### src/sv/dro_ring_ram.sv
`timescale 1ns / 1ps
// ---------------------------------------------------------------------------
// Ring RAM
// Simple dual-port synchronous RAM, one write and one registered read.
// ---------------------------------------------------------------------------
module dro_ring_ram #(
	parameter int ADDR_W = 3,
	parameter int DATA_W = 48,
	parameter int DEPTH = 8
) (
	input  logic              clk,
	input  logic              we,
	input  logic [ADDR_W-1:0] waddr,
	input  logic [DATA_W-1:0] wdata,
	input  logic              re,
	input  logic [ADDR_W-1:0] raddr,
	output logic [DATA_W-1:0] rdata
);

	logic [DATA_W-1:0] mem [DEPTH];
	logic [DATA_W-1:0] rdata_q;

	always_ff @(posedge clk) begin
		if (we) begin
			mem[waddr] <= wdata;
		end
		if (re) begin
			rdata_q <= mem[raddr];
		end
	end

	assign rdata = rdata_q;

endmodule

### config.mk
export PLATFORM = sky130hd
export DESIGN_NAME = dro_ring_ram
export DESIGN_NICKNAME = d
export VERILOG_FILES = /design/src/sv/dro_ring_ram.sv
export SDC_FILE = /design/constraint.sdc
export NUM_CORES = 1
export LEC_CHECK = 0
export BUFFER_PORTS_ARGS = -buffer_cell sky130_fd_sc_hd__buf_4
export CORE_ASPECT_RATIO = 1.75
export CORE_MARGIN = 3
export CORE_UTILIZATION = 40
export CTS_BUF_LIST = sky130_fd_sc_hd__clkbuf_4 sky130_fd_sc_hd__clkbuf_8
export CTS_CLUSTER_SIZE = 12
export DETAILED_ROUTE_END_ITERATION = 16
export PLACE_DENSITY_LB_ADDON = 0.25
export SYNTH_ARGS = -nofsm -noshare
export SYNTH_HDL_FRONTEND = slang
export SYNTH_SLANG_ARGS = --single-unit
### constraint.sdc
create_clock -name clk -period 8.9 [get_ports clk]
set_clock_uncertainty 0.15 [all_clocks]
set_input_delay 0.445 -clock clk [delete_from_list [all_inputs] [get_ports clk]]
set_output_delay 0.445 -clock clk [all_outputs]
set_load 0.1 [all_outputs]
After elaboration in Yosys (flattened, before gate mapping):

Memory sizes are Yosys's and may differ from the RTL's. A register that Yosys moved wholly into a read port is not among the register bits.
Index checks and enable logic that the tools add are counted.

* output and inout port bits: 48
* input port bits: 57
* word-level logic and storage cells: 3
* register bits: 0
* bits in writable memories: 384
* memories kept: 1

* muxes and demuxes: 2

Memory list
* mem: words 8, width 48, rd ports 1, clocked after memory_dff 1, wr ports 1, RTL line 20 `logic [DATA_W-1:0] mem [DEPTH];`

Operators by type and width (number)
* $mux 1: 2

Depth between registers and ports, before layout:

Gate-level depths: netlist (run 1).

* depth after elaboration: 2
* gate-level depth with buffers: 5
* depth with buffers taken out: 2

Worst setup path before layout (run 1):

No wires, ideal clock.

* kind: input port to flip-flop
* start: input port waddr[2]
* end: memory mem[0][0], enable pin
* slack: 4.334 ns
* library setup time: 0.513 ns
* buffers on the path: 0
* required time: 8.237 ns
* data arrival time: 3.903 ns
* stages: 2
* cells stage by stage: nand2b_1 nor3_1

RTL lines
* start, declared: RTL line 13 `input logic [ADDR_W-1:0] waddr,`
* end, declared: RTL line 20

Straight into the memory's write port.

==> results of run 1 <==
-- worst max-delay path, stage by stage --
cell and delay, ns:
buf_6 0.48, buf_4 0.94, mux4_1 0.68, mux2_4 0.28
-- path summary, 6_finish.rpt --
check | start | end | slack (ns) | cells after the start
worst max-delay path | raddr[0] | rdata[38] | 6.18 | 4
worst max register to register | mem[1][31] | rdata[31] | 7.34 | 2
worst min-delay path | re | rdata[34] | 0.36 | 1
worst min register to register | mem[6][39] | rdata[39] | 0.60 | 2
-- layout make-up --
type	count	area share
Tap cell	490	0.0324
Clock buffer	67	0.0455
Clock inverter	34	0.00754
Multi-Input combinational cell	157	0.157
Sequential cell	432	0.686
Antenna cell	1	0.000132
Timing Repair Buffer	162	0.0709
-- metrics by stage --
step,setup slack (ns),hold WS (ns),cells
after floorplan,4.33,0.394,616
after global placement,5.55,0.519,1193
after detailed placement,5.50,0.530,1193
after CTS,6.12,0.345,1342
after global routing,5.95,0.346,1343
final,6.18,0.361,1343
-- synthesized netlist by cell type, drive strengths merged --
cell type,number,area [um^2]
buf,18,171
nor2,6,22.5
mux4,96,2170
mux2,48,691
nand2,2,7.51
edfxtp,432,13000
nand2b,3,18.8
nor3,2,10.0
clkbuf,9,33.8
-- flip-flops by register name, indices dropped and copies added, names as in the netlist --
signal	flops
mem	384
rdata	48
-- power by group --
| group | total, mW | internal (mW) | switching, mW | leakage, nW |
|---|---|---|---|---|
| logic | 0.384 | 0.140 | 0.244 | 1.76 |
| registers | 2.35 | 2.33 | 0.0227 | 3.96 |
| clock network | 1.31 | 0.637 | 0.677 | 0.537 |
-- logic make-up after synthesis --
group,count (synthesis),synth area share
AND/OR/NAND/NOR,13,0.00365
multiplexers,144,0.178
buffers and inverters,27,0.0127
flip-flops,432,0.806
-- layer usage --
| metal | track usage | wire length [um] |
|---|---|---|
| met1 | 0.174 | 11900 |
| met2 | 0.276 | 17600 |
| met3 | 0.0249 | 1310 |
| met4 | 0.0651 | 1240 |
| met5 | 0 | 0 |
==> results.json, run 1 <==
{
  "yosysWarnings": 0,
  "first_iter_violations": 421,
  "ios": 105,
  "setup_viol_count_final": 0,
  "vias": 7041,
  "wl_mm": 32.1,
  "clock-root-buffer": "clkbuf_8",
  "status": "complete, no violations",
  "avgSynthCellArea_um2": 26.1,
  "cts_made_buffers": 56,
  "drt-pass1-iter-count": 5,
  "relSlewSlack": 0.237,
  "post-dp-hpwl_mm": 16.1,
  "area_delta_synth_final_pct": 17.4,
  "final_cell_mix": "edfxtp_1 (432), buf_4 (113), mux4_2 (93)",
  "drive_above_1_share": 0.401,
  "synth-seq-cells": 432,
  "ctsHoldBuffers": 48,
  "fp.dieH_um": 271,
  "nNetsFinal": 866,
  "route.detailed.drc": 0,
  "ir_worst_vdd_uv": 90.3,
  "synth_area_um2": 16100,
  "post-route-period-util": 0.305,
  "grt_pass1_wl_mm": 47.7,
  "cts_tree": "done",
  "multiInputGateArea_um2": 2980,
  "cts_setup_buffers": 0,
  "regArea_um2": 13000,
  "gp_congestion": 0.673,
  "wire_per_inst_um": 23.9,
  "final-max-slew-violation-count": 0,
  "path_max_fanout": 54,
  "min_period_ns": 2.72,
  "endpoint_kind": "flip-flop",
  "worstMarginPinSlew_ns": 1.14,
  "ys_seq_area_frac": 0.806,
  "crit_type": "primary input to flip-flop",
  "grt.total_usage": 0.152,
  "cts_sinks": 432,
  "antenna_found_initial": 1,
  "final_common_cell": "edfxtp_1",
  "start_util": 0.407,
  "hold_path.class": "primary input to flip-flop",
  "portBuffers": 104,
  "drtAntennaViolNets": 0,
  "cp_data_arrival_time_ns": 2.90,
  "clkTransAtPathRegs_ns": 0.07,
  "rsz0062_at_grt": "false",
  "p_per_area_nw_per_um2": 214,
  "synth_fp_nets": 673,
  "grt_pass1_vias": 7952,
  "cap_violations": 0,
  "cts_buffer_depth": 3,
  "fin_area_um2": 18900,
  "fmax_mhz": 368,
  "overflow": 0,
  "syn_inst": 616,
  "dpl_cell_area_um2": 17400,
  "die_x_um": 158,
  "cts_resized": 0,
  "critPathLaunchType": "primary input",
  "grt_max_degree": 75,
  "clk_latency_ns": 0.59,
  "routed_via_density": 5.24,
  "row_count": 96,
  "htree_levels": 2,
  "fill_cells": 3183,
  "p_leak_nw": 6.26,
  "power_mw": 4.05,
  "core_area_um2": 39500,
  "cp.required_ns": 9.08,
  "synth_cell_types": 13,
  "dieArea_um2": 42800,
  "hold_viol": 0,
  "tns_ns": 0,
  "post-route-util": 0.478
}
Power figures use the tool's default switching activity.
==> run 2: changes to the inputs <==
Clock period 8.9 ns to 2.8 ns, I/O delays scaled along.
==> results.json, run 2 (synthesis gave the netlist of run 1 again) <==
{
  "critPathLaunchType": "primary input",
  "drtAntennaViolNets": 0,
  "gp_congestion": 0.718,
  "final_cell_mix": "edfxtp_1 (432), buf_4 (113), mux4_2 (93)",
  "post-route-period-util": 0.785,
  "rsz0062_at_grt": "false",
  "grt.total_usage": 0.155,
  "critPathSlowestCell": "dlygate4sd3_1",
  "grt_max_degree": 49,
  "p_per_area_nw_per_um2": 684,
  "crit_type": "primary input to flip-flop",
  "cp_data_arrival_time_ns": 2.34,
  "largest_reg_flops": 384,
  "first_iter_violations": 433,
  "start_util": 0.407,
  "clock-root-buffer": "clkbuf_8",
  "core_area_um2": 39500,
  "min_period_ns": 2.20,
  "ir_worst_vdd_uv": 360,
  "cap_violations": 0,
  "final_common_cell": "edfxtp_1",
  "p_leak_nw": 6.43,
  "final-max-slew-violation-count": 0,
  "r2r_setup_slack_ns": 1.24,
  "cts_sinks": 432,
  "cts_tree": "done",
  "crit_buf_inv": 4,
  "regMostFlops": "mem",
  "cts_made_buffers": 57,
  "cts_buffer_depth": 3,
  "grt_pass1_vias": 7956,
  "fin_area_um2": 19300,
  "status": "complete, no violations",
  "post-route-util": 0.488,
  "setup_viol_count_final": 0,
  "overflow": 0,
  "hold_path.class": "primary input to flip-flop",
  "drt-pass1-iter-count": 4,
  "fp.dieH_um": 271,
  "wl_mm": 32.4,
  "routed_via_density": 5.18,
  "path_cells": "dlygate4sd3_1 > buf_4 > nor3_4 > dlygate4sd3_1 > buf_4",
  "htree_levels": 2,
  "crit_path_max_incr_delay_ns": 0.99,
  "dieArea_um2": 42800,
  "clkTransAtPathRegs_ns": 0.07,
  "vias": 7063,
  "portBuffers": 104,
  "dpl_cell_area_um2": 17700,
  "endpoint_kind": "flip-flop",
  "path_max_fanout": 9,
  "grt_pass1_wl_mm": 48.6,
  "fmax_mhz": 455,
  "cpLargestDelayFamily": "buffers and inverters",
  "post-dp-hpwl_mm": 18.0,
  "relSlewSlack": 0.433,
  "row_count": 96,
  "cp.required_ns": 2.94,
  "worstMarginPinSlew_ns": 0.850,
  "nNetsFinal": 883,
  "die_x_um": 158,
  "drive_above_1_share": 0.418,
  "ios": 105,
  "setup_ws_ns": 0.603,
  "cts_setup_buffers": 0,
  "place_ws_ns": 0.625,
  "route.detailed.drc": 0,
  "antenna_found_initial": 2,
  "wire_per_inst_um": 23.7,
  "area_delta_synth_final_pct": 19.9,
  "hold_viol": 0,
  "clk_latency_ns": 0.60
}
run 2: worst paths after layout:
kind | startpoint | end | cells past startpoint
worst min-delay path | re | rdata[29] | 1
worst min register to register | mem[5][5] | rdata[5] | 2
worst max register to register | mem[1][38] | rdata[38] | 2
worst max-delay path | waddr[0] | mem[0][15] | 5
run 2: final cells by class:
| type | instances | area [um^2] |
|---|---|---|
| Sequential cell | 432 | 13000 |
| Clock inverter | 36 | 225 |
| Clock buffer | 68 | 867 |
| Antenna cell | 2 | 5.00 |
| Fill cell | 3208 | 20200 |
| Multi-Input combinational cell | 157 | 2990 |
| Timing Repair Buffer | 178 | 1630 |
| Tap cell | 490 | 613 |
run 2: what timing repair did:
action | CTS | global route
gates resized for setup | 0 | 0
hold buffers | 51 | 0
hold endpoints to repair | 458 | 0
run 2: metal layers:
layer | part of all wire | GRT usage
met5 | 0 | 0
met3 | 0.042 | 0.0268
met2 | 0.56 | 0.282
met1 | 0.37 | 0.181
met4 | 0.029 | 0.0569
run 2: power by group:
| group | total (mW) | switching, mW | internal, mW |
|---|---|---|---|
| clock network | 4.49 | 2.24 | 2.25 |
| logic | 1.25 | 0.785 | 0.470 |
| registers | 7.46 | 0.0719 | 7.39 |
run 2: per-stage QoR:
stage,hold WS (ns),power (mW),setup TNS (ns),std cells
floorplan,0.0889,8.42,-34.56,616
global placement,0.215,8.77,0,1206
detailed placement,0.224,8.82,0,1206
CTS,0.0158,13.4,0,1361
global route,0.0270,13.7,0,1363
finish,0.0268,13.2,0,1363
==> run 3: changes to the inputs <==
Clock period 2.8 ns to 2 ns, I/O delays scaled along.
==> results.json, run 3 (synthesis gave the netlist of run 1 again) <==
{
  "relSlewSlack": 0.731,
  "area_delta_synth_final_pct": 21.2,
  "min_period_ns": 1.97,
  "reg2reg_from": "mem[4][18]",
  "cp_data_arrival_time_ns": 2.08,
  "ios": 105,
  "dp_cells": 1214,
  "clock-root-buffer": "clkbuf_8",
  "drtAntennaViolNets": 0,
  "final_common_cell": "edfxtp_1",
  "wl_mm": 32.6,
  "regMostFlops": "mem",
  "htree_levels": 2,
  "worstMarginPinSlew_ns": 0.402,
  "critPathLaunchType": "primary input",
  "cts_tree": "done",
  "cp.depth": 6,
  "drt-pass1-iter-count": 4,
  "fill_cells": 3112,
  "hold_viol": 0,
  "clk_latency_ns": 0.62,
  "gp_congestion": 0.683,
  "grt_pass1_vias": 7960,
  "instances_no_fill": 1376,
  "cts_made_buffers": 57,
  "crit_buf_inv": 4,
  "p_per_area_nw_per_um2": 954,
  "fin_area_um2": 19500,
  "post-route-period-util": 0.986,
  "route.detailed.drc": 0,
  "largest_reg_flops": 384,
  "overflow": 0,
  "wire_per_inst_um": 23.7,
  "r2r-end": "rdata[18]",
  "nNetsFinal": 898,
  "vias": 7155,
  "fmax_mhz": 507,
  "cp.required_ns": 2.11,
  "clkTransAtPathRegs_ns": 0.06,
  "cpLargestDelayFamily": "buffers and inverters",
  "endpoint_kind": "flip-flop",
  "power_mw": 18.6,
  "core_area_um2": 39500,
  "ir_worst_vdd_uv": 519,
  "cts_setup_buffers": 0,
  "reg2regPathDepth": 2,
  "endpoint": "mem[0][4]",
  "final-max-slew-violation-count": 0,
  "hold_path.class": "primary input to flip-flop",
  "antenna_found_initial": 1,
  "fp.dieH_um": 271,
  "dpl_cell_area_um2": 17800,
  "cap_violations": 0,
  "row_count": 96,
  "start_util": 0.407,
  "portBuffers": 104,
  "grt_pass1_wl_mm": 48.6,
  "first_iter_violations": 395,
  "status": "complete, no violations",
  "cp-startpoint": "waddr[2]",
  "grt.total_usage": 0.155,
  "path_cells": "buf_4 > dlygate4sd3_1 > nand2b_4 > nor3_4 > dlygate4sd3_1 > buf_4",
  "drive_above_1_share": 0.424,
  "dieArea_um2": 42800,
  "post-dp-hpwl_mm": 18.8,
  "path_max_fanout": 18,
  "setup_viol_count_final": 0,
  "r2r_setup_slack_ns": 0.43,
  "p_leak_nw": 6.53,
  "min_path_cells": 3,
  "routed_via_density": 5.20,
  "grt_max_degree": 39,
  "critPathSlowestCell": "dlygate4sd3_1",
  "rsz0062_at_grt": "false",
  "final_cell_mix": "edfxtp_1 (432), buf_4 (115), mux4_2 (93)",
  "cts_sinks": 432,
  "cts_buffer_depth": 3,
  "die_x_um": 158,
  "crit_type": "primary input to flip-flop",
  "crit_path_max_incr_delay_ns": 0.63
}
## run 3: cell count changes in the layout (fill, tap and decap cells not counted), sizes merged
cell | before | now
buf | 127 | 135
clkbuf | 68 | 74
clkinv | 29 | 22
diode | 2 | 1
dlygate4sd3 | 51 | 58
## run 3: final cells by class
class / instances / area (um^2) / area share
diodes: 1 / 2.50 / 0.000128
clock buffers: 74 / 912 / 0.0468
clock inverters: 29 / 194 / 0.00994
multi-input cells: 157 / 3000 / 0.154
flip-flops and latches: 432 / 13000 / 0.665
well taps: 490 / 613 / 0.0314
repair buffers: 193 / 1820 / 0.0932
## run 3: worst min path at each step
stage	from	endpoint	slack (ns)
finish	waddr[2]	mem[6][8]	0.04
CTS	waddr[2]	mem[6][8]	0.008
floorplan	wdata[0]	mem[0][0]	0.05
global route	waddr[2]	mem[6][8]	0.03
detailed placement	wdata[13]	mem[7][13]	0.19
global placement	wdata[41]	mem[0][41]	0.18
## run 3: timing repair
item                       in CTS  in global routing
resized for setup               0                  2
hold buffers                   58                  0
setup endpoints to repair       0                 41
hold endpoints to repair      591                  0
## run 3: layer usage
layer | track usage | share of wire | vias up
li1 | - | - | 3111
met3 | 0.0268 | 0.045 | 66
met1 | 0.185 | 0.37 | 3772
met5 | 0 | 0 | -
met2 | 0.277 | 0.55 | 206
met4 | 0.0553 | 0.028 | 0
## run 3: worst reg2reg max path, stage by stage (launching register included)
cell and delay [ns]:
edfxtp_1 0.41, mux4_2 0.48, mux2_4 0.28
## run 3: stage by stage
step                setup slack, ns   util  hold WS, ns  setup TNS, ns
floorplan                    -0.105      -       0.0489         -30.02
global placement              0.185  0.451        0.176              0
detailed placement            0.159  0.451        0.186              0
CTS                         0.00931  0.493      0.00777              0
global route                0.00106  0.494       0.0299              0
finish                       0.0271  0.494       0.0430              0
## run 3: where the power goes
part           switching (mW)  total [mW]  internal, mW  leakage [nW]
Clock                    3.12        6.37          3.25         0.581
Sequential              0.102        10.4          10.3          3.96
Combinational            1.11        1.79         0.688          1.99
