$ cat src/sv/dro_pkg.sv
`timescale 1ns / 1ps
// ---------------------------------------------------------------------------
// Odometry package
// Shared widths, codes, constants and the CORDIC arctangent table.
// ---------------------------------------------------------------------------
package dro_pkg;

	localparam int HISTORY = 8;
	localparam int SLOT_W = (HISTORY > 1) ? $clog2(HISTORY) : 1;
	localparam int ANGLE_W = 16;
	localparam int TIME_W = 32;
	localparam int RING_W = ANGLE_W + TIME_W;

	localparam int CFG_DATA_W = 24;
	localparam int CFG_IDX_W = 1;
	localparam int DIST_W = 24;
	localparam int TICK_W = 20;
	localparam logic [DIST_W-1:0] DIST_RESET = 24'd643;
	localparam logic [TICK_W-1:0] TICK_RESET = 20'd1000;

	typedef enum logic [CFG_IDX_W-1:0] {
		REG_DIST_PER_COUNT = 1'b0,
		REG_TICK_FREQUENCY = 1'b1
	} cfg_reg_t;

	localparam logic OP_UPDATE = 1'b0;
	localparam logic OP_RESET = 1'b1;

	localparam int POS_W = 48;
	localparam int RATE_W = 32;

	// CORDIC
	localparam int CORDIC_STEPS = 16;
	localparam int STEP_W = 4;
	localparam int CORDIC_W = 34;
	localparam logic signed [CORDIC_W-1:0] CORDIC_GAIN = 34'sd652032874;

	// shared multiplier and datapath
	localparam int MUL_A_W = 35;
	localparam int MUL_B_W = 25;
	localparam int PROD_W = MUL_A_W + MUL_B_W;
	localparam int T_W = 49;
	localparam int ACC_W = 61;

	// rate divider
	localparam int NUM_W = 37;
	localparam int DEN_W = 33;
	localparam int DCNT_W = $clog2(NUM_W + 1);

	typedef struct packed {
		logic done;
		logic signed [ANGLE_W-1:0] sin_q15;
		logic signed [ANGLE_W-1:0] cos_q15;
	} sincos_t;

	typedef struct packed {
		logic done;
		logic [NUM_W-1:0] quot;
	} div_result_t;

	// arctangent of 2^-i in units of 2^-32 turn
	function automatic logic signed [CORDIC_W-1:0] atan_turn(input logic [STEP_W-1:0] i);
		logic signed [CORDIC_W-1:0] v;
		begin
			case (i)
				4'd0: v = 34'sd536870912;
				4'd1: v = 34'sd316933406;
				4'd2: v = 34'sd167458907;
				4'd3: v = 34'sd85004756;
				4'd4: v = 34'sd42667331;
				4'd5: v = 34'sd21354465;
				4'd6: v = 34'sd10679838;
				4'd7: v = 34'sd5340245;
				4'd8: v = 34'sd2670163;
				4'd9: v = 34'sd1335087;
				4'd10: v = 34'sd667544;
				4'd11: v = 34'sd333772;
				4'd12: v = 34'sd166886;
				4'd13: v = 34'sd83443;
				4'd14: v = 34'sd41722;
				default: v = 34'sd20861;
			endcase
			return v;
		end
	endfunction

endpackage

$ cat src/sv/dro_cordic.sv
`timescale 1ns / 1ps
// ---------------------------------------------------------------------------
// Iterative CORDIC
// Sine and cosine in Q1.15 of a binary angle, one rotation per cycle.
// ---------------------------------------------------------------------------
module dro_cordic (
	input  logic                                   clk,
	input  logic                                   arst_n,
	input  logic                                   start,
	input  logic signed [dro_pkg::ANGLE_W-1:0]     angle,
	output dro_pkg::sincos_t                       result
);

	typedef enum logic [1:0] {CS_IDLE, CS_RUN, CS_OUT} cs_state_t;

	localparam int RND_W = dro_pkg::CORDIC_W + 1;

	cs_state_t state_q;
	logic [dro_pkg::STEP_W-1:0] step_q;
	logic flip_q;
	logic signed [dro_pkg::CORDIC_W-1:0] x_q, y_q, z_q;
	dro_pkg::sincos_t result_q;

	logic signed [dro_pkg::ANGLE_W:0] a_ext, a_fold;
	logic fold;
	logic signed [dro_pkg::CORDIC_W-1:0] x_sh, y_sh, atan_v;
	logic signed [RND_W-1:0] x_rnd, y_rnd;

	// round half up to Q1.15, negate for the folded half, saturate
	function automatic logic signed [dro_pkg::ANGLE_W-1:0] finish(
		input logic signed [dro_pkg::CORDIC_W-1:0] v, input logic neg);
		logic signed [RND_W-1:0] r;
		begin
			r = (RND_W'(v) + RND_W'(16384)) >>> 15;
			if (neg) begin
				r = -r;
			end
			if (r > RND_W'(32767)) begin
				return 16'sh7fff;
			end else if (r < -RND_W'(32768)) begin
				return 16'sh8000;
			end
			return r[dro_pkg::ANGLE_W-1:0];
		end
	endfunction

	always_comb begin
		a_ext = {angle[dro_pkg::ANGLE_W-1], angle};
		fold = 1'b1;
		if (a_ext > 17'sd16384) begin
			a_fold = a_ext - 17'sd32768;
		end else if (a_ext < -17'sd16384) begin
			a_fold = a_ext + 17'sd32768;
		end else begin
			a_fold = a_ext;
			fold = 1'b0;
		end
		x_sh = x_q >>> step_q;
		y_sh = y_q >>> step_q;
		atan_v = dro_pkg::atan_turn(step_q);
		x_rnd = RND_W'(x_q);
		y_rnd = RND_W'(y_q);
	end

	always_ff @(posedge clk or negedge arst_n) begin
		if (!arst_n) begin
			state_q <= CS_IDLE;
			step_q <= '0;
			flip_q <= 1'b0;
			x_q <= '0;
			y_q <= '0;
			z_q <= '0;
			result_q <= '0;
		end else begin
			result_q.done <= 1'b0;
			unique case (state_q)
				CS_IDLE: begin
					if (start) begin
						x_q <= dro_pkg::CORDIC_GAIN;
						y_q <= '0;
						// angle in 2^-32 turn: sign-extended fold times 2^16
						z_q <= {a_fold[dro_pkg::ANGLE_W], a_fold, 16'b0};
						flip_q <= fold;
						step_q <= '0;
						state_q <= CS_RUN;
					end
				end
				CS_RUN: begin
					if (!z_q[dro_pkg::CORDIC_W-1]) begin
						x_q <= x_q - y_sh;
						y_q <= y_q + x_sh;
						z_q <= z_q - atan_v;
					end else begin
						x_q <= x_q + y_sh;
						y_q <= y_q - x_sh;
						z_q <= z_q + atan_v;
					end
					step_q <= step_q + 1'b1;
					if (step_q == dro_pkg::STEP_W'(dro_pkg::CORDIC_STEPS - 1)) begin
						state_q <= CS_OUT;
					end
				end
				CS_OUT: begin
					result_q.cos_q15 <= finish(x_rnd[dro_pkg::CORDIC_W-1:0], flip_q);
					result_q.sin_q15 <= finish(y_rnd[dro_pkg::CORDIC_W-1:0], flip_q);
					result_q.done <= 1'b1;
					state_q <= CS_IDLE;
				end
				default: state_q <= CS_IDLE;
			endcase
		end
	end

	assign result = result_q;

endmodule

$ cat config.mk
export PLATFORM = sky130hd
export DESIGN_NAME = dro_cordic
export DESIGN_NICKNAME = d
export VERILOG_FILES = /design/src/sv/dro_pkg.sv /design/src/sv/dro_cordic.sv
export SDC_FILE = /design/constraint.sdc
export NUM_CORES = 1
export LEC_CHECK = 0
export BUFFER_PORTS_ARGS = -buffer_cell sky130_fd_sc_hd__buf_2
export CAP_MARGIN = 20
export CORE_ASPECT_RATIO = 0.75
export CORE_MARGIN = 2
export CORE_UTILIZATION = 55
export DETAILED_ROUTE_END_ITERATION = 8
export PLACE_DENSITY = 0.72
export SLEW_MARGIN = 20
export SYNTH_ARGS = -nofsm -noshare
export SYNTH_HDL_FRONTEND = slang
export SYNTH_SLANG_ARGS = --single-unit
$ cat constraint.sdc
create_clock -name clk -period 8.3 [get_ports clk]
set_input_delay 0.415 -clock clk [delete_from_list [all_inputs] [get_ports clk]]
set_output_delay 0.415 -clock clk [all_outputs]
set_load 0.05 [all_outputs]
[Word-level counts from Yosys, hierarchy flattened]
Memory sizes are Yosys's and may differ from the RTL's.
Index checks and enable logic that the tools add are counted.
Cells by class
  $add $sub $neg: 13
  order comparisons: 6
  equality and inequality tests: 5
  shift operators: 2
  multiplexer cells: 35
  reduce and logical (&&, ||, !) cells: 5
Operators with widths (count)
  $mux 34: 6
  $pmux 34 s2: 3
  $mux 35: 4
  $add 34x34->34: 3
  $sub 34x34->34: 3
  $mux 16: 6
  $add 34x16->35 const B: 2
  $gt 35x16->1 const B: 2
  $lt 35x16->1 const B: 2
  $neg 20->35: 2
  $sshr 34x4->34: 2
  $mux 17: 2
  $mux 33: 1
  $add 16x17->17 const B: 1
  $sub 16x17->17 const B: 1
  $gt 16x16->1 const B: 1
  $lt 16x15->1 const B: 1
  $mux 1: 8
  $pmux 4 s2: 1
  $reduce_and 2->1: 3
  $add 4x1->4 const B: 1
  $eq 4x4->1 const B: 1
  $mux 2: 2
  $mux 4: 1
  other kinds (6): 7
Storage, ports and cells
  flip-flop bits (word level): 142
  ROM bits: 480
  bits of input ports: 19
  output and inout port bits: 33
  word-level logic and storage cells: 76
  memories kept: 1
Memories
  (no name shown): words 16, width 30, read ports 1, clocked after memory_dff 0, wr ports 0, line dro_pkg.sv:65  | case (i)

[Longest topological paths before layout]
Gate-level depths: netlist of the first run.
  word-level depth: 10
  mapped depth: 32
  depth with buffers taken out: 24

[Worst setup path before layout of the first run]
OpenSTA, ideal clock, no wires.
  path type: reg-to-reg
  start point: register step_q[0] (netlist name)
  end point: register z_q[33] (netlist name)
  library setup time: 0.065 ns
  data arrival time: 6.917 ns
  required time: 8.235 ns
  path slack: 1.318 ns
  cell stages (with the launch flop): 33
  path buffers: 8
  period minus slack after synthesis: 6.982 ns
  cell sequence: dfrtp_1 > inv_2 > buf_1 > clkbuf_1 > clkbuf_1 > clkbuf_1 > buf_1 > ha_1 > clkbuf_1 > nand2_1 > o21ai_0 > o21ai_1 > a311oi_1 > nor3b_1 > nand2_1 > nor2_1 > and2_1 > clkbuf_1 > a41oi_1 > buf_2 > xor2_1 > ha_1 > a21o_1 > a21o_1 > a21o_1 > a311oi_1 > a21oi_1 > o31ai_1 > a2111oi_0 > o31ai_1 > nand2b_1 > a2111o_1 > nand2_1
On the way
  longest elaborated chain between the ends: 4
  elaborated cells between the ends (all ways): 5
  classes of those cells: 2 x add/sub; 2 x mux; 1 x memory
RTL lines
  from (decl): line dro_cordic.sv:19  | logic [dro_pkg::STEP_W-1:0] step_q;
  from (signal assigned): line dro_cordic.sv:98  | step_q <= step_q + 1'b1;
  $mem_v2 16x30 *
  $sub 34x34->34 or $add 34x34->34 (tied branches): line dro_cordic.sv:92, dro_cordic.sv:96
  $mux 34 *: line dro_cordic.sv:89  | if (!z_q[dro_pkg::CORDIC_W-1]) begin
  $pmux 34 s2 *: line dro_cordic.sv:76  | unique case (state_q)
  to (signal assigned): line dro_cordic.sv:82  | z_q <= {a_fold[dro_pkg::ANGLE_W], a_fold, 16'b0};
  to (signal assigned): line dro_cordic.sv:92  | z_q <= z_q - atan_v;
  to (signal assigned): line dro_cordic.sv:96  | z_q <= z_q + atan_v;
  to (decl): line dro_cordic.sv:21  | logic signed [dro_pkg::CORDIC_W-1:0] x_q, y_q, z_q;
Mark *: on every way between the ends. The rest lies on a longest branch, timed or not.
A chain may end at the register's enable or synchronous reset.

[Worst setup path after layout of the first run]
  start point: register step_q[1] (netlist name)
  end point: register z_q[33] (netlist name)
Same word-level chain as after synthesis.

==> results.md, run 1 <==
* Num CTS Buffers at 17
* Top achievable clock speed at 143 MHz
* Commonest cells post-synth: nand2_1 (274), a21oi_1 (202), o21ai_0 (183)
* Maxcap violations at 0
* Setup Fix Bufs, Post-CTS at 0
* Crit-path max FO at 49
* Final worst path period share at 84.4%
* Die width at 215 µm
* Setup TNS at 0 ns
* Clock Tree Buf Depth at 2
* Internal reg-to-reg setup slack at 1.29 ns
* Yosys Warn Count at 0
* Die height at 162 µm
* Starting Density at 56.4%
* Die ar. at 35000 µm²
* Final-stage net count at 2425
* Setup violations, final at 0
* Final hold slack at 0.0228 ns
* DRT Pass-1 Iters at 6
* Post-DP HPWL at 43100 µm
* Outcome: completed
* DR WL/cell at 21.4 µm
* Critical Path Start Type: flip-flop
* GRT Overall Usage at 33.5%
* Count leader, synth: nand2_1
* Final wirelength at 58700 µm
* IO buf count at 51
* Largest cells by area after synthesis: dfrtp_1 (19%), ha_1 (7.6%), xnor2_1 (6.1%)
* CP startpoint: step_q[1]
* Hold Path Class: in2async
* Slew margin rel. at 31.9%
* R2r endpoint: z_q[33]
* Slew @ Worst Pin at 1.02 ns
* Post-cts resize count at 0
* Initial antenna violation count at 0
* Post-synth EDFFs at 0
* CTS Hold Bufs at 0
* Slowest-stage cell, CP: dfrtp_4
* Top_reg_cell synth: dfrtp_1
* Mapped cell area at 18400 µm²
* Seq/Total Area, Yosys at 19.3%
* Vias in the first global route at 17100
* Post-layout util at 59.2%
* DRC at 0
* DR vias at 18300
* CTS tree: built
* Slowest cell delay on critical path at 0.84 ns
* CTS clk-pin slew, worst paths at 0.07 ns
* Total gr overflow at 0
* Core ar. at 32700 µm²
* Worst R2R Path Depth at 22
* Tmin final at 7.01 ns
* CP Data Required Time at 8.70 ns
* Area grow syn2layout at 4.99%
* Antenna Diode Count at 0
* Slew Limit Fails at 0
* Row Count at 57
* Crit-path cells: inv_1, ha_1, o21ai_0, o21ai_1, a311oi_1, nor3b_1, nand2_1, nor2_1, and2_1, a31oi_2, xnor2_1, ha_1, a21o_1, a21o_1, a311oi_1, nor3_1, o31ai_1, a2111oi_0, o31ai_1, nand2b_1, a2111o_1, nand2_1
* RSZ-0062 raised after global routing: false
* Syn nets at 2495
* Largest net degree at the start of global routing at 88
* Synthesized area per cell at 7.80 µm²
* Cell taking the most area after synthesis: dfrtp_1
* Cells after synthesis at 2361
* CP Data Arrival Time at 7.40 ns
* CTS H-tree depth at 4
* Unique masters post-synth at 88
* Layout cell share with drive strength beyond 1 at 9.55%
* Fraction of registers with async set/reset at 100%
* Fin. Hold Viols at 0
* CTS Sinks at 142
* Area share of the largest cell type after synthesis at 19.3%
* Critical Path End Type: flip-flop
* Root Buffer: clkbuf_16
* Routability Congestion at 1.00
* Critical path type: reg2reg
* First-pass GRT wire length at 93700 µm
* Antenna violation net count after detailed routing at 0
* Initial DRC Count at 2451
* Seq cells post-synth at 142
* Top Ports at 52
* Clk_lat worst skew at 0.47 ns
* FF-to-FF Start: step_q[1]
* Vias/cell at 6.68
* Clk_skew at 0.00828 ns
## logic make-up (layout without fill, tap and decap cells)
logic type,after synthesis,count (layout),share of synthesized area (%)
adders and majority gates,115,115,7.93
DFF,142,142,19.3
buffers and inverters,224,167,5.24
muxes,142,142,11.2
xor gates and xnor gates,226,226,10.7
AOI/OAI and AO/OA,762,762,26.3
and+or+nand+nor,750,750,19.3
## per-stage QoR
stage / instances / setup slack (ns) / area, µm²
3_3_place_gp: 2714 / 1.65 / 18700
4_1_cts: 2746 / 1.42 / 19300
3_5_place_dp: 2714 / 1.49 / 18700
6_report: 2746 / 1.29 / 19300
5_1_grt: 2746 / 0.797 / 19300
2_1_floorplan: 2361 / 1.32 / 18400
## worst max-delay path by stage
stage	endpoint	slack, ns	cells past startpoint
3_3_place_gp	z_q[33]	1.65	22
3_5_place_dp	z_q[33]	1.49	22
2_1_floorplan	z_q[33]	1.32	32
5_1_grt	z_q[33]	0.80	22
6_report	z_q[33]	1.29	22
4_1_cts	z_q[33]	1.42	22
## worst max-delay path, delay by kind of cell, from the launching register on
| family | cells | cell delay, ns |
|---|---|---|
| compound gates | 11 | 3.35 |
| simple gates | 7 | 1.29 |
| flops | 1 | 0.84 |
| fa+ha+maj | 2 | 0.84 |
| buf+inv | 1 | 0.36 |
| xor+xnor | 1 | 0.23 |
## per-layer routing
layer | up-vias | wire length, µm | GRT usage [%]
met5 | - | 0 | 0
met4 | 0 | 1130 | 8.84
met3 | 97 | 7200 | 9.30
met2 | 941 | 23000 | 46.3
met1 | 8760 | 27300 | 50.8
li1 | 8536 | - | -
## flip-flops by register name (all words and copies together) (netlist names)
register and count:
flip_q 1, result 33, state_q 2, step_q 4, x_q 34, y_q 34, z_q 34
## layout by cell type, fill, tap and decap left out, types with 38 or more instances in the layout
cell / synthesis / routed
a21o_1: 48 / 48
a21oi_1: 202 / 202
a31oi_1: 46 / 46
buf_2: 27 / 50
dfrtp_1: 142 / 137
ha_1: 112 / 112
inv_1: 61 / 61
mux2i_1: 60 / 60
mux4_2: 48 / 48
nand2_1: 274 / 274
nand3_1: 69 / 69
nor2_1: 169 / 168
o211ai_1: 38 / 38
o21ai_0: 183 / 183
xnor2_1: 129 / 129
xor2_1: 97 / 97
## cell type report
type | instances | area [µm²]
sequential | 142 | 3570
clock buffer | 20 | 457
multi-input combinational | 1995 | 13900
tap | 442 | 553
inverter | 62 | 233
fill | 3053 | 13300
clock inverter | 12 | 184
timing repair buffer | 73 | 427
Power of run 1 is left out: the tool's default activity adds up to more than one toggle a clock period on the data nets, which glitch-free logic cannot reach.
==> run 2, diff against run 1 <==
==> constraint.sdc (replaced) <==
create_clock -name clk -period 6.8 [get_ports clk]
set_input_delay 0.34 -clock clk [delete_from_list [all_inputs] [get_ports clk]]
set_output_delay 0.34 -clock clk [all_outputs]
set_load 0.05 [all_outputs]
==> run 2 against run 1 <==
  * Non-clock buffer count is 29 higher
  * Worst hold slack gained 0.14 ns
  * Fmax rose by 12%
  * First-iteration DRC count grew 0.90%
  * Global-route usage about the same
  * Cell count increased by 1.0%
==> results.md, run 2 (same netlist as run 1, synthesis figures left out) <==
* Post-cts resize count at 0
* Fin. Hold Viols at 0
* Layout Cells excl Fill at 2774
* Root Buffer: clkbuf_16
* Slew @ Worst Pin at 1.01 ns
* Tmin final at 6.23 ns
* GRT Overall Usage at 33.6%
* Slew Limit Fails at 0
* CP Data Required Time at 7.21 ns
* Vias/cell at 6.62
* Die width at 215 µm
* Final hold slack at 0.167 ns
* Top achievable clock speed at 160 MHz
* Antenna violation net count after detailed routing at 0
* Final wirelength at 58600 µm
* Critical Path Start Type: flip-flop
* Core ar. at 32700 µm²
* Largest net degree at the start of global routing at 85
* First-pass GRT wire length at 93300 µm
* Most frequent cells in the layout: nand2_1 (274), a21oi_1 (202), o21ai_0 (183)
* Initial antenna violation count at 0
* Placed Cells at 2741
* Setup TNS at 0 ns
* Crit-path max FO at 18
* Starting Density at 56.4%
* Vias in the first global route at 16600
* Clock Tree Buf Depth at 2
* DRC at 0
* Critical path type: reg2reg
* CTS clk-pin slew, worst paths at 0.07 ns
* Setup violations, final at 0
* Total gr overflow at 0
* Num CTS Buffers at 17
* Layout cell share with drive strength beyond 1 at 10.6%
* CTS Sinks at 142
* Top Ports at 52
* DR WL/cell at 21.1 µm
* Largest registers: x_q (34), y_q (34), z_q (34)
* Initial DRC Count at 2473
* Clk_lat worst skew at 0.47 ns
* Final-stage net count at 2454
* Maxcap violations at 0
* Clk_skew at 0.0133 ns
* Row Count at 57
* Area grow syn2layout at 6.20%
* Routability Congestion at 0.989
* Hold Path Class: in2reg
* DRT Pass-1 Iters at 6
* CTS H-tree depth at 4
* Slew margin rel. at 32.1%
* CP Data Arrival Time at 6.64 ns
* Antenna Diode Count at 0
* Die ar. at 35000 µm²
* RSZ-0062 raised after global routing: false
* DR vias at 18400
* IO buf count at 51
* Final worst path period share at 91.7%
* Outcome: completed
* Filler cell count at 2996
* Post-DP HPWL at 43700 µm
* Die height at 162 µm
* CTS tree: built
* Critical Path End Type: flip-flop
* Most common cell after layout, fill and taps aside: nand2_1
[run 2: changes by cell type in the layout (fill, tap and decap cells not counted)]
cell,change
dlygate4sd3_1,+1
clkinv_4,+1
bufinv_16,-1
clkinv_2,+1
buf_4,+24
clkbuf_8,-2
buf_12,+3
buf_8,+1
[run 2: area by class of cell]
type | count | area [µm²] | share of cell area, %
clock buffer | 18 | 429 | 2.19
clock inverter | 13 | 168 | 0.857
inverter | 62 | 233 | 1.19
multi-input combinational | 1995 | 13900 | 71.2
sequential | 142 | 3570 | 18.2
tap | 442 | 553 | 2.83
timing repair buffer | 102 | 692 | 3.54
[run 2: final timing paths]
check | from | to | slack, ns | depth (start not counted)
max | step_q[1] | z_q[33] | 0.57 | 23
min | angle[10] | z_q[26] | 0.17 | 3
max reg2reg | step_q[1] | z_q[33] | 0.57 | 23
min reg2reg | z_q[5] | z_q[5] | 0.49 | 2
max in group asynchronous | arst_n | step_q[0] | 4.89 | 3
min in group asynchronous | arst_n | z_q[26] | 0.45 | 2
[run 2: critical path, stage by stage, from the launching register on]
cell	delay [ns]
dfrtp_4	0.63
inv_1	0.11
ha_1	0.39
o21ai_0	0.25
o21ai_1	0.13
a311oi_1	0.39
nor3b_1	0.37
nand2_1	0.09
nor2_1	0.13
and2_1	0.24
a31oi_1	0.13
xnor2_1	0.23
ha_1	0.33
a21o_1	0.21
a21o_1	0.17
a21o_1	0.19
a311oi_1	0.44
nor3_1	0.19
o31ai_1	0.48
a2111oi_0	0.19
o31ai_1	0.28
nand2b_1	0.13
a2111o_1	0.42
nand2_1	0.08
[run 2: what timing repair did]
action | CTS | global route
setup endpoints to repair | 0 | 1
setup buffers | 0 | 1
endpoints found under the hold margin | 79 | 0
hold buffers | 1 | 0
[run 2: routing by layer]
metal	track usage, %	share of wire, %	vias to the layer above
met1	52.6	48	8728
met3	9.15	12	71
li1	-	-	8615
met4	6.65	1.3	0
met5	0	0	-
met2	45.2	39	956
[run 2: metrics by stage]
stage               util (%)  cell area, µm²  worst slack (ns)
finish                  59.9           19600             0.566
global route            59.9           19600            0.0739
CTS                     59.8           19500             0.505
detailed placement      58.0           18900             0.520
global placement        58.0           18900             0.638
floorplan                  -           18400            0.0779
Power of run 2 is left out for the same reason.
