`config.mk`:
```
export PLATFORM = sky130hd
export DESIGN_NAME = dro_divider
export DESIGN_NICKNAME = d
export VERILOG_FILES = /design/src/sv/dro_pkg.sv /design/src/sv/dro_divider.sv
export SDC_FILE = /design/constraint.sdc
export NUM_CORES = 1
export LEC_CHECK = 0
export ABC_AREA = 1
export BUFFER_PORTS_ARGS = -buffer_cell sky130_fd_sc_hd__buf_2
export CORE_MARGIN = 3
export CORE_UTILIZATION = 63
export CTS_CLUSTER_DIAMETER = 40
export CTS_CLUSTER_SIZE = 24
export DETAILED_ROUTE_END_ITERATION = 6
export GPL_TIMING_DRIVEN = 1
export PLACE_DENSITY = 0.87
export SLEW_MARGIN = 10
export SYNTH_ARGS = -nofsm -noshare
export SYNTH_HDL_FRONTEND = slang
export SYNTH_SLANG_ARGS = --single-unit
```
`constraint.sdc`:
```
create_clock -name clk -period 6.1 [get_ports clk]
set_input_delay 0.915 -clock clk [delete_from_list [all_inputs] [get_ports clk]]
set_output_delay 0.915 -clock clk [all_outputs]
set_load 0.02 [all_outputs]
```
`src/sv/dro_pkg.sv`:
```
`timescale 1ns / 1ps
// ---------------------------------------------------------------------------
// Odometry package
// Shared widths, codes, constants and the CORDIC arctangent table.
// ---------------------------------------------------------------------------
package dro_pkg;

	localparam int HISTORY = 8;
	localparam int SLOT_W = (HISTORY > 1) ? $clog2(HISTORY) : 1;
	localparam int ANGLE_W = 16;
	localparam int TIME_W = 32;
	localparam int RING_W = ANGLE_W + TIME_W;

	localparam int CFG_DATA_W = 24;
	localparam int CFG_IDX_W = 1;
	localparam int DIST_W = 24;
	localparam int TICK_W = 20;
	localparam logic [DIST_W-1:0] DIST_RESET = 24'd643;
	localparam logic [TICK_W-1:0] TICK_RESET = 20'd1000;

	typedef enum logic [CFG_IDX_W-1:0] {
		REG_DIST_PER_COUNT = 1'b0,
		REG_TICK_FREQUENCY = 1'b1
	} cfg_reg_t;

	localparam logic OP_UPDATE = 1'b0;
	localparam logic OP_RESET = 1'b1;

	localparam int POS_W = 48;
	localparam int RATE_W = 32;

	// CORDIC
	localparam int CORDIC_STEPS = 16;
	localparam int STEP_W = 4;
	localparam int CORDIC_W = 34;
	localparam logic signed [CORDIC_W-1:0] CORDIC_GAIN = 34'sd652032874;

	// shared multiplier and datapath
	localparam int MUL_A_W = 35;
	localparam int MUL_B_W = 25;
	localparam int PROD_W = MUL_A_W + MUL_B_W;
	localparam int T_W = 49;
	localparam int ACC_W = 61;

	// rate divider
	localparam int NUM_W = 37;
	localparam int DEN_W = 33;
	localparam int DCNT_W = $clog2(NUM_W + 1);

	typedef struct packed {
		logic done;
		logic signed [ANGLE_W-1:0] sin_q15;
		logic signed [ANGLE_W-1:0] cos_q15;
	} sincos_t;

	typedef struct packed {
		logic done;
		logic [NUM_W-1:0] quot;
	} div_result_t;

	// arctangent of 2^-i in units of 2^-32 turn
	function automatic logic signed [CORDIC_W-1:0] atan_turn(input logic [STEP_W-1:0] i);
		logic signed [CORDIC_W-1:0] v;
		begin
			case (i)
				4'd0: v = 34'sd536870912;
				4'd1: v = 34'sd316933406;
				4'd2: v = 34'sd167458907;
				4'd3: v = 34'sd85004756;
				4'd4: v = 34'sd42667331;
				4'd5: v = 34'sd21354465;
				4'd6: v = 34'sd10679838;
				4'd7: v = 34'sd5340245;
				4'd8: v = 34'sd2670163;
				4'd9: v = 34'sd1335087;
				4'd10: v = 34'sd667544;
				4'd11: v = 34'sd333772;
				4'd12: v = 34'sd166886;
				4'd13: v = 34'sd83443;
				4'd14: v = 34'sd41722;
				default: v = 34'sd20861;
			endcase
			return v;
		end
	endfunction

endpackage

```
`src/sv/dro_divider.sv`:
```
`timescale 1ns / 1ps
// ---------------------------------------------------------------------------
// Radix-2 divider
// Unsigned restoring division, one quotient bit per cycle.
// ---------------------------------------------------------------------------
module dro_divider (
	input  logic                         clk,
	input  logic                         arst_n,
	input  logic                         start,
	input  logic [dro_pkg::NUM_W-1:0]    numer,
	input  logic [dro_pkg::DEN_W-1:0]    denom,
	output dro_pkg::div_result_t         result
);

	typedef enum logic {DS_IDLE, DS_RUN} ds_state_t;

	localparam int REM_W = dro_pkg::DEN_W + 1;

	ds_state_t state_q;
	logic [dro_pkg::DCNT_W-1:0] cnt_q;
	logic [dro_pkg::NUM_W-1:0] num_q;
	logic [dro_pkg::DEN_W-1:0] den_q;
	logic [REM_W-1:0] rem_q;
	logic done_q;

	logic [REM_W-1:0] rem_sh;
	logic take;

	always_comb begin
		rem_sh = {rem_q[REM_W-2:0], num_q[dro_pkg::NUM_W-1]};
		take = (rem_sh >= {1'b0, den_q});
	end

	always_ff @(posedge clk or negedge arst_n) begin
		if (!arst_n) begin
			state_q <= DS_IDLE;
			cnt_q <= '0;
			num_q <= '0;
			den_q <= '0;
			rem_q <= '0;
			done_q <= 1'b0;
		end else begin
			done_q <= 1'b0;
			unique case (state_q)
				DS_IDLE: begin
					if (start) begin
						num_q <= numer;
						den_q <= denom;
						rem_q <= '0;
						cnt_q <= '0;
						state_q <= DS_RUN;
					end
				end
				DS_RUN: begin
					rem_q <= take ? (rem_sh - {1'b0, den_q}) : rem_sh;
					num_q <= {num_q[dro_pkg::NUM_W-2:0], take};
					cnt_q <= cnt_q + 1'b1;
					if (cnt_q == dro_pkg::DCNT_W'(dro_pkg::NUM_W - 1)) begin
						done_q <= 1'b1;
						state_q <= DS_IDLE;
					end
				end
				default: state_q <= DS_IDLE;
			endcase
		end
	end

	assign result.done = done_q;
	assign result.quot = num_q;

endmodule

```
After elaboration in Yosys (flattened, before gate mapping):

Cells that the tools add are included.

* register bits after elaboration: 111
* latch bits: 0
* memory bits (writable): 0
* ROM bits: 0
* input port bits: 73
* output and inout port bits: 38
* logic and storage cells: 25
* memories kept: 0

* add/sub/neg operators: 2
* $mul: 0
* divide/modulo/power cells: 0
* $lt $le $gt $ge: 1
* equal/unequal tests: 2
* shifts and indexed selects: 0
* mux-type cells: 12
* bitwise operators: 1
* reduce and logical (&&, ||, !) cells: 1

Operator list (number)
* $pmux W37 S2: 1
* $mux W33: 2
* $pmux W33 S2: 1
* $mux W37: 1
* $ge A34 B33 Y1: 1
* $sub A33 B33 Y33: 1
* $pmux W6 S2: 1
* $add A6 B1 Y6 const B: 1
* $eq A6 B6 Y1 const B: 1
* $mux W6: 1
* $mux W1: 4
* $ne A2 B2 Y1 const B: 1
* $pmux W1 S2: 1
* $reduce_and A2 Y1: 1
* $not A1 Y1: 1

Depth between registers and ports, before layout:

Gate-level depths: netlist of run 1.

* depth after elaboration: 3
* depth in mapped cells: 16

Worst setup path after synthesis of run 1:

OpenSTA, ideal clock, no wires.

* path kind: register to register
* start point: register num_q[36] (netlist bit)
* end point: register rem_q[16]
* library setup time: 117 ps
* arrival: 2046 ps
* data required time: 5983 ps
* slack: 3937 ps
* cell stages (with the launch flop): 15
* clock period less this slack: 2163 ps
* cell sequence: dfrtp_1 inv_1 ha_1 fa_1 inv_1 nand3_1 nand3_2 nand2_1 nand2_1 nand2_4 nand2_8 buf_12 nand2_1 nand3_1 nand2_1

* longest elaborated chain between the ends: 3
* elaborated cells on any way between the ends: 4
* classes of those cells: add/sub (1); order compare (1); mux (2)

RTL lines
* start, declared: RTL line dro_divider.sv:21 `logic [dro_pkg::NUM_W-1:0] num_q;`
* start signal, assigned: RTL line dro_divider.sv:47 `num_q <= numer;`
* start signal, assigned: RTL line dro_divider.sv:56 `num_q <= {num_q[dro_pkg::NUM_W-2:0], take};`
* $sub A33 B33 Y33 or $ge A34 B33 Y1 (tied branches): RTL line dro_divider.sv:55, dro_divider.sv:31
* $mux W33 (*): RTL line dro_divider.sv:55 `rem_q <= take ? (rem_sh - {1'b0, den_q}) : rem_sh;`
* $pmux W33 S2 (*): RTL line dro_divider.sv:44 `unique case (state_q)`
* end signal, assigned: RTL line dro_divider.sv:55
* end, declared: RTL line dro_divider.sv:23 `logic [REM_W-1:0] rem_q;`

Mark *: on every way between the ends. The rest lies on a longest branch, timed or not.
A chain may end at the register's enable or synchronous reset.

Worst setup path in the final report of run 1:

* start point: register state_q
* end point: register num_q[23] (netlist bit)

* longest elaborated chain between the ends: 2
* elaborated cells on any way between the ends: 3
* classes of those cells: eq/ne (1); mux (1); bitwise (1)

RTL lines
* start, declared: RTL line dro_divider.sv:19 `ds_state_t state_q;`
* start signal, assigned: RTL line dro_divider.sv:36 `state_q <= DS_IDLE;`
* start signal, assigned: RTL line dro_divider.sv:51 `state_q <= DS_RUN;`
* start signal, assigned: RTL line dro_divider.sv:60 `state_q <= DS_IDLE;`
* $not A1 Y1 (no source line)
* $pmux W37 S2 or $ne A2 B2 Y1 (tied branches)

Several ways; a longest one is shown, not always the timed one.

==> run metrics, run 1 <==
GRT overflow=0; setup TNS=0 ns; CP required=approximately 6.3 ns; Reg2Reg Setup Slack=roughly 2.5 ns; Post-Syn Area=0.00770 mm^2; maximum clock path buffer count=2; die area=0.0136 mm^2; filler-free cell count of the finished design=1,388; share of post-route cells with drive strength above 1=0.126; first-pass GRT wire length=33,000 um; Mapped Cells=1,150; Crit path arrival time=3.84 ns; aggregate routed wire length=slightly below 20,000 um; # diodes=0; Resize count post-CTS=0; Min-Delay Path Class=register to register; clock slew at reported path FFs=approximately 0.080 ns; worst-margin pin slew=1.04 ns; CP Class=register to register; Core Rows=39; Max Cap Viol=0; core area=0.0117 mm^2; most frequent cells in the layout=nand2_1, inv_1, dfrtp_1; final period utilization=0.594; IO buf count=110; total CTS buffers=9; number of placed I/O pins=about 110; DRC Markers=0; Post-Syn Nets=1,259; die height=around 120 um; Min-Delay Path Depth=1; synth warn=0; sequential fraction of the synthesis area=0.361; slowest CP cell=dfrtp_2; WHS=0.505 ns; hpwl dp=14,700 um; CTS tree=built; DRT Pass-1 Iters=5; number of clock sinks=between 100 and 150; crit path max fanout=61; RSZ-0062 raised after global routing=false; Post-CTS Hold Fix Bufs=0; Final setup viols=0; setup repair bufs after CTS=0; post-synth cell types=34; Die Wd=117 um; routed vias=7,338; CP startpoint kind=register; cells along the critical path=clkinv_1, nand2_1, inv_2, buf_4, nand2_1, o221ai_1; number of global-route vias before repair=7,232; Most Frequent Cell on Critical Path=nand2_1; outcome=complete, no violations; initial DRC count=492; Placer Congestion=between 0.9 and 1; shortest period the worst path allows=3.62 ns; Max Slew Vio Count=0; max_slew headroom=0.307; GRT Total Usage=0.304; r2r endpoint=num_q[23]; crit path buf inv count=3; clock root cell=clkbuf_16; final hold vios=0; worst hold start=cnt_q[5]; initial antenna violation count=1; leading cell type in the layout, fill and taps excluded=nand2_1; ANT nets after route=0; Largest delay share family, worst path=buffers and inverters; cells on worst reg2reg path=6; post-synthesis register bit count=111; worst hold endpoint=cnt_q[5]; worst skew pair latency=0.37 ns; Initial Util=0.660; Avg Inst Size Synth=6.70 um^2; largest net degree at the start of global routing=75; Crit. End Element=register; Fill cells=about 960; P&R area growth vs syn=11.5%; r2r startpoint=state_q; routed len/inst=14.1 um; nets@finish=1,349; Via density=5.29; htree depth=3; fmax=0.276 GHz; placed insts=1,372; slowest cell delay on critical path=1.05 ns; clock skew=0.0111 ns; post-route core utilization=0.737
## state kept, by name, summed over array words and instances (netlist names)
signal / count
state_q: 1
den_q: 33
rem_q: 33
done_q: 1
num_q: 37
cnt_q: 6
## metrics by stage
step | setup slack [ns] | instance area, um^2
2_1_floorplan | 3.94 | 7700
3_3_place_gp | 2.63 | 8280
3_5_place_dp | 2.51 | 8280
4_1_cts | 2.49 | 8590
5_1_grt | 2.16 | 8590
6_report | 2.48 | 8590
## layer usage
metal  global-route usage  part of all wire  wire length, um
met1                0.385              0.43             8460
met3               0.0824             0.070             1360
met4               0.0772             0.021              416
met2                0.517              0.47             9250
met5                    0           0.00067               13
## Yosys cell counts (all sizes together)
| library cell | n | area, um^2 |
|---|---|---|
| a22oi | 4 | 30.0 |
| a21oi | 19 | 95.1 |
| clkinv | 3 | 11.3 |
| nand4 | 7 | 43.8 |
| nand3b | 24 | 180 |
| o21ai | 37 | 185 |
| clkbuf | 15 | 56.3 |
| nand2 | 489 | 1880 |
| nor4 | 1 | 21.3 |
| a21o | 2 | 15.0 |
| ha | 35 | 438 |
| xnor2 | 13 | 114 |
| dfrtp | 111 | 2780 |
| inv | 204 | 766 |
| o221ai | 18 | 158 |
| nor2 | 50 | 220 |
| xor2 | 2 | 17.5 |
| buf | 19 | 126 |
| o211ai | 11 | 82.6 |
| fa | 1 | 20.0 |
| and2 | 10 | 62.6 |
| nor3 | 5 | 25.0 |
| nand3 | 70 | 380 |
## worst max path at each step
| stage | slack, ns | endpoint | start | cells past startpoint |
|---|---|---|---|---|
| floorplan | 3.94 | rem_q[16] | num_q[36] | 14 |
| global placement | 2.63 | num_q[23] | state_q | 6 |
| detailed placement | 2.51 | num_q[14] | state_q | 6 |
| CTS | 2.49 | num_q[19] | state_q | 6 |
| global route | 2.16 | num_q[23] | state_q | 6 |
| finish | 2.48 | num_q[23] | state_q | 6 |
## cell families after synthesis
family                   after synthesis  synth area share
AO/OA/AOI/OAI                         91            0.0734
buffers and inverters                241             0.125
AND/OR/NAND/NOR                      656             0.365
flip-flops                           111             0.361
XOR/XNOR                              15            0.0171
adder cells (fa/ha/maj)               36            0.0595
## area by class of cell
class / instances / area, um^2 / share of cell area
multi-input cells: 798 / 3970 / 0.462
flip-flops and latches: 111 / 2780 / 0.324
inverters: 207 / 777 / 0.0905
repair buffers: 113 / 576 / 0.0670
clock buffers: 11 / 253 / 0.0294
well taps: 143 / 179 / 0.0208
clock inverters: 5 / 53.8 / 0.00626
Power of run 1 is left out: the tool's default activity adds up to more than one toggle a clock period on the data nets, which glitch-free logic cannot reach.
==> run 2: changes to the inputs <==
--- a/config.mk
+++ b/config.mk
@@ -5,15 +5,15 @@
 export SDC_FILE = /design/constraint.sdc
 export NUM_CORES = 1
 export LEC_CHECK = 0
-export ABC_AREA = 1
+export ABC_AREA = 0
 export BUFFER_PORTS_ARGS = -buffer_cell sky130_fd_sc_hd__buf_2
 export CORE_MARGIN = 3
-export CORE_UTILIZATION = 63
+export CORE_UTILIZATION = 57
 export CTS_CLUSTER_DIAMETER = 40
 export CTS_CLUSTER_SIZE = 24
 export DETAILED_ROUTE_END_ITERATION = 6
 export GPL_TIMING_DRIVEN = 1
-export PLACE_DENSITY = 0.87
+export PLACE_DENSITY = 0.8
 export SLEW_MARGIN = 10
 export SYNTH_ARGS = -nofsm -noshare
 export SYNTH_HDL_FRONTEND = slang
==> constraint.sdc (replaced) <==
create_clock -name clk -period 3.6 [get_ports clk]
set_input_delay 0.54 -clock clk [delete_from_list [all_inputs] [get_ports clk]]
set_output_delay 0.54 -clock clk [all_outputs]
set_load 0.02 [all_outputs]
==> run 2 against run 1 <==
Core utilization is 7.1 points lower. Clock skew increased by 0.0015 ns. Fmax up 10%. Flip-flop and latch count is the same. Setup slack lost 2.2 ns. Critical path type unchanged. Critical endpoint is now rem_q[32]. Largest cell class unchanged.
==> run metrics, run 2 <==
Max Slew Vio Count=0 (unchanged); core area=0.0115 mm^2 (was 0.0117 mm^2); Fill cells=940 (was 963); GR Layer Usage met3=0.0632 (was 0.0824); share of post-route cells with drive strength above 1=0.181 (was 0.126); maximum clock path buffer count=2 (unchanged); top-area cell type share of the netlist area=0.410 (was 0.361); Synth area leader=dfrtp_1 (unchanged); Post-synth EDFFs=0 (unchanged); routed vias=5,786 (was 7,338); Resize count post-CTS=0 (unchanged); htree depth=3 (unchanged); Synth area leaders=dfrtp_1, o21ai_0, nand2_1 (was dfrtp_1, nand2_1, inv_1); RSZ-0062 raised after global routing=false (unchanged); DRC Markers=0 (unchanged); ANT nets after route=0 (unchanged); clock slew at reported path FFs=0.08 ns (about the same); Placer Congestion=0.997 (was 0.947); synth warn=0 (unchanged); ys async rst share=1.00 (unchanged); Final setup viols=0 (unchanged); CTS tree=built (unchanged); CP required=3.83 ns (was 6.32 ns); Max Cap Viol=0 (unchanged); Initial Util=0.588 (was 0.660); nets@finish=956 (was 1,349); routed len/inst=16.1 um (was 14.1 um); Via density=5.82 (was 5.29); IO buf count=110 (unchanged); clock root cell=clkbuf_16 (unchanged); clock skew=0.0126 ns (was 0.0111 ns); met2 Usage GRT=0.395 (was 0.517); GRT overflow=0 (unchanged); # diodes=0 (unchanged); post-synthesis mux area share=0.0680 (was 0); top cells by count, synth=nand2_1, dfrtp_1, o21ai_0 (was nand2_1, inv_1, dfrtp_1); shortest period the worst path allows=3.28 ns (was 3.62 ns); sequential fraction of the synthesis area=0.410 (was 0.361); post-synthesis register bit count=111 (unchanged); Core Rows=39 (unchanged); hpwl dp=11,700 um (was 14,700 um); Regs by FF count=num_q x37, den_q x33, rem_q x33 (unchanged); count leader, synth=nand2_1 (unchanged); most frequent cells in the layout=nand2_1, dfrtp_1, buf_2 (was nand2_1, inv_1, dfrtp_1); number of global-route vias before repair=5,719 (was 7,232); final hold vios=0 (unchanged); Avg Inst Size Synth=8.90 um^2 (was 6.70 um^2); Post-CTS Hold Fix Bufs=0 (unchanged); number of clock sinks=111 (unchanged); setup repair bufs after CTS=0 (unchanged); Die Wd=115 um (was 117 um); GR Util met1=0.337 (was 0.385); Most flops, register=num_q (unchanged); largest net degree at the start of global routing=77 (was 75); top_reg_cell synth=dfrtp_1 (unchanged); initial DRC count=316 (was 492); Post-Syn Area=0.00677 mm^2 (was 0.00770 mm^2); aggregate routed wire length=16,000 um (was 19,500 um); Crit path arrival time=3.51 ns (was 3.84 ns); Simple-Gate Fraction of Synth Area=0.130 (was 0.365); die height=115 um (was 117 um); max FFs per register=37 (unchanged); P&R area growth vs syn=13.3% (was 11.5%); final period utilization=0.911 (was 0.594); Synth Area in XOR/XNOR=0.0323 (was 0.0171); GRT Total Usage=0.251 (was 0.304); Synth Area in Compound Gates=0.234 (was 0.0734); max_slew headroom=0.368 (was 0.307); largest family of logic cells by synthesized area=compound AO/OA/AOI/OAI gates (was simple AND/OR/NAND/NOR gates); outcome=complete, no violations (unchanged); CP Class=register to register (unchanged); CP startpoint kind=register (unchanged); fmax=0.305 GHz (was 0.276 GHz); post-synth cell types=68 (was 34); DRT Pass-1 Iters=5 (unchanged); Post-Syn Nets=870 (was 1,259); Crit. End Element=register (unchanged); number of placed I/O pins=111 (unchanged); die area=0.0132 mm^2 (was 0.0136 mm^2); Mapped Cells=761 (was 1,150); worst skew pair latency=0.35 ns (was 0.37 ns); Min-Delay Path Class=primary input to async pin (was register to register); Post-Synth Adder-Cell Area=0.0676 (was 0.0595); worst-margin pin slew=0.948 ns (was 1.04 ns); leading cell type in the layout, fill and taps excluded=nand2_1 (unchanged); first-pass GRT wire length=26,800 um (was 33,000 um); setup TNS=0 ns (unchanged); initial antenna violation count=0 (was 1); crit path max fanout=22 (was 61); gr busiest metal=met2 (unchanged); register area=0.00278 mm^2 (unchanged); total CTS buffers=9 (unchanged); multi-input logic area=0.00361 mm^2 (was 0.00397 mm^2)
==> run 2: changes by cell type in the layout (fill, tap and decap cells not counted), moves of 23 or more <==
cell	change
inv_1	-152
mux2i_1	+46
o21ai_0	+65
nand3b_1	-23
nand3_1	-54
nand2_1	-352
==> run 2: cells by family (layout without fill, tap and decap cells) <==
kind of cell | Yosys count | after routing
mux | 46 | 46
flops | 111 | 111
fa+ha+maj | 36 | 36
xor+xnor | 25 | 25
compound gates | 243 | 243
buf+inv | 95 | 186
simple gates | 205 | 205
==> run 2: layout make-up <==
class	instances	area share
multi-input combinational	555	0.471
sequential	111	0.362
timing repair buffer	120	0.0836
clock buffer	12	0.0308
inverter	50	0.0248
tap	143	0.0233
clock inverter	4	0.00424
==> run 2: per-layer routing <==
layer  part of all wire  up-vias  routed length [um]
li1                   -     2845                   -
met1               0.45     2713                7230
met2               0.45      204                7280
met3              0.076       24                1210
met4              0.019        0                 297
met5                  0        -                   0
==> run 2: worst paths after layout <==
kind                              to  startpoint  cells past startpoint  slack, ns
setup / recovery           rem_q[32]   num_q[36]                     12       0.32
hold / removal             num_q[36]      arst_n                      1       0.29
setup reg to reg           rem_q[32]   num_q[36]                     12       0.32
hold reg to reg             den_q[0]    den_q[0]                      2       0.49
max in group asynchronous  rem_q[23]      arst_n                      2       2.58
min in group clk            den_q[4]    denom[4]                      3       0.38
==> run 2: critical path, stage by stage, from the launching register on <==
cell and delay, ns:
dfrtp_1 0.38, inv_1 0.06, ha_1 0.17, fa_1 0.21, and2b_1 0.22, o21bai_4 0.14, a2111oi_4 0.09, o211ai_1 0.27
nand2_2 0.13, o21ai_2 0.77, inv_4 0.17, a41o_1 0.29, a221o_1 0.25
==> run 2: per-stage QoR <==
stage                     instance area, um^2  utilization  hold WS (ns)  setup slack [ns]  cells
after global placement                   7400        0.642         0.473             0.437    979
final                                    7670        0.666         0.288             0.321    995
after global routing                     7670        0.666         0.378             0.103    995
after detailed placement                 7400        0.642         0.472             0.392    979
after floorplan                          6770            -         0.244             0.682    761
after CTS                                7670        0.666         0.347             0.357    995
Power of run 2 is left out for the same reason.
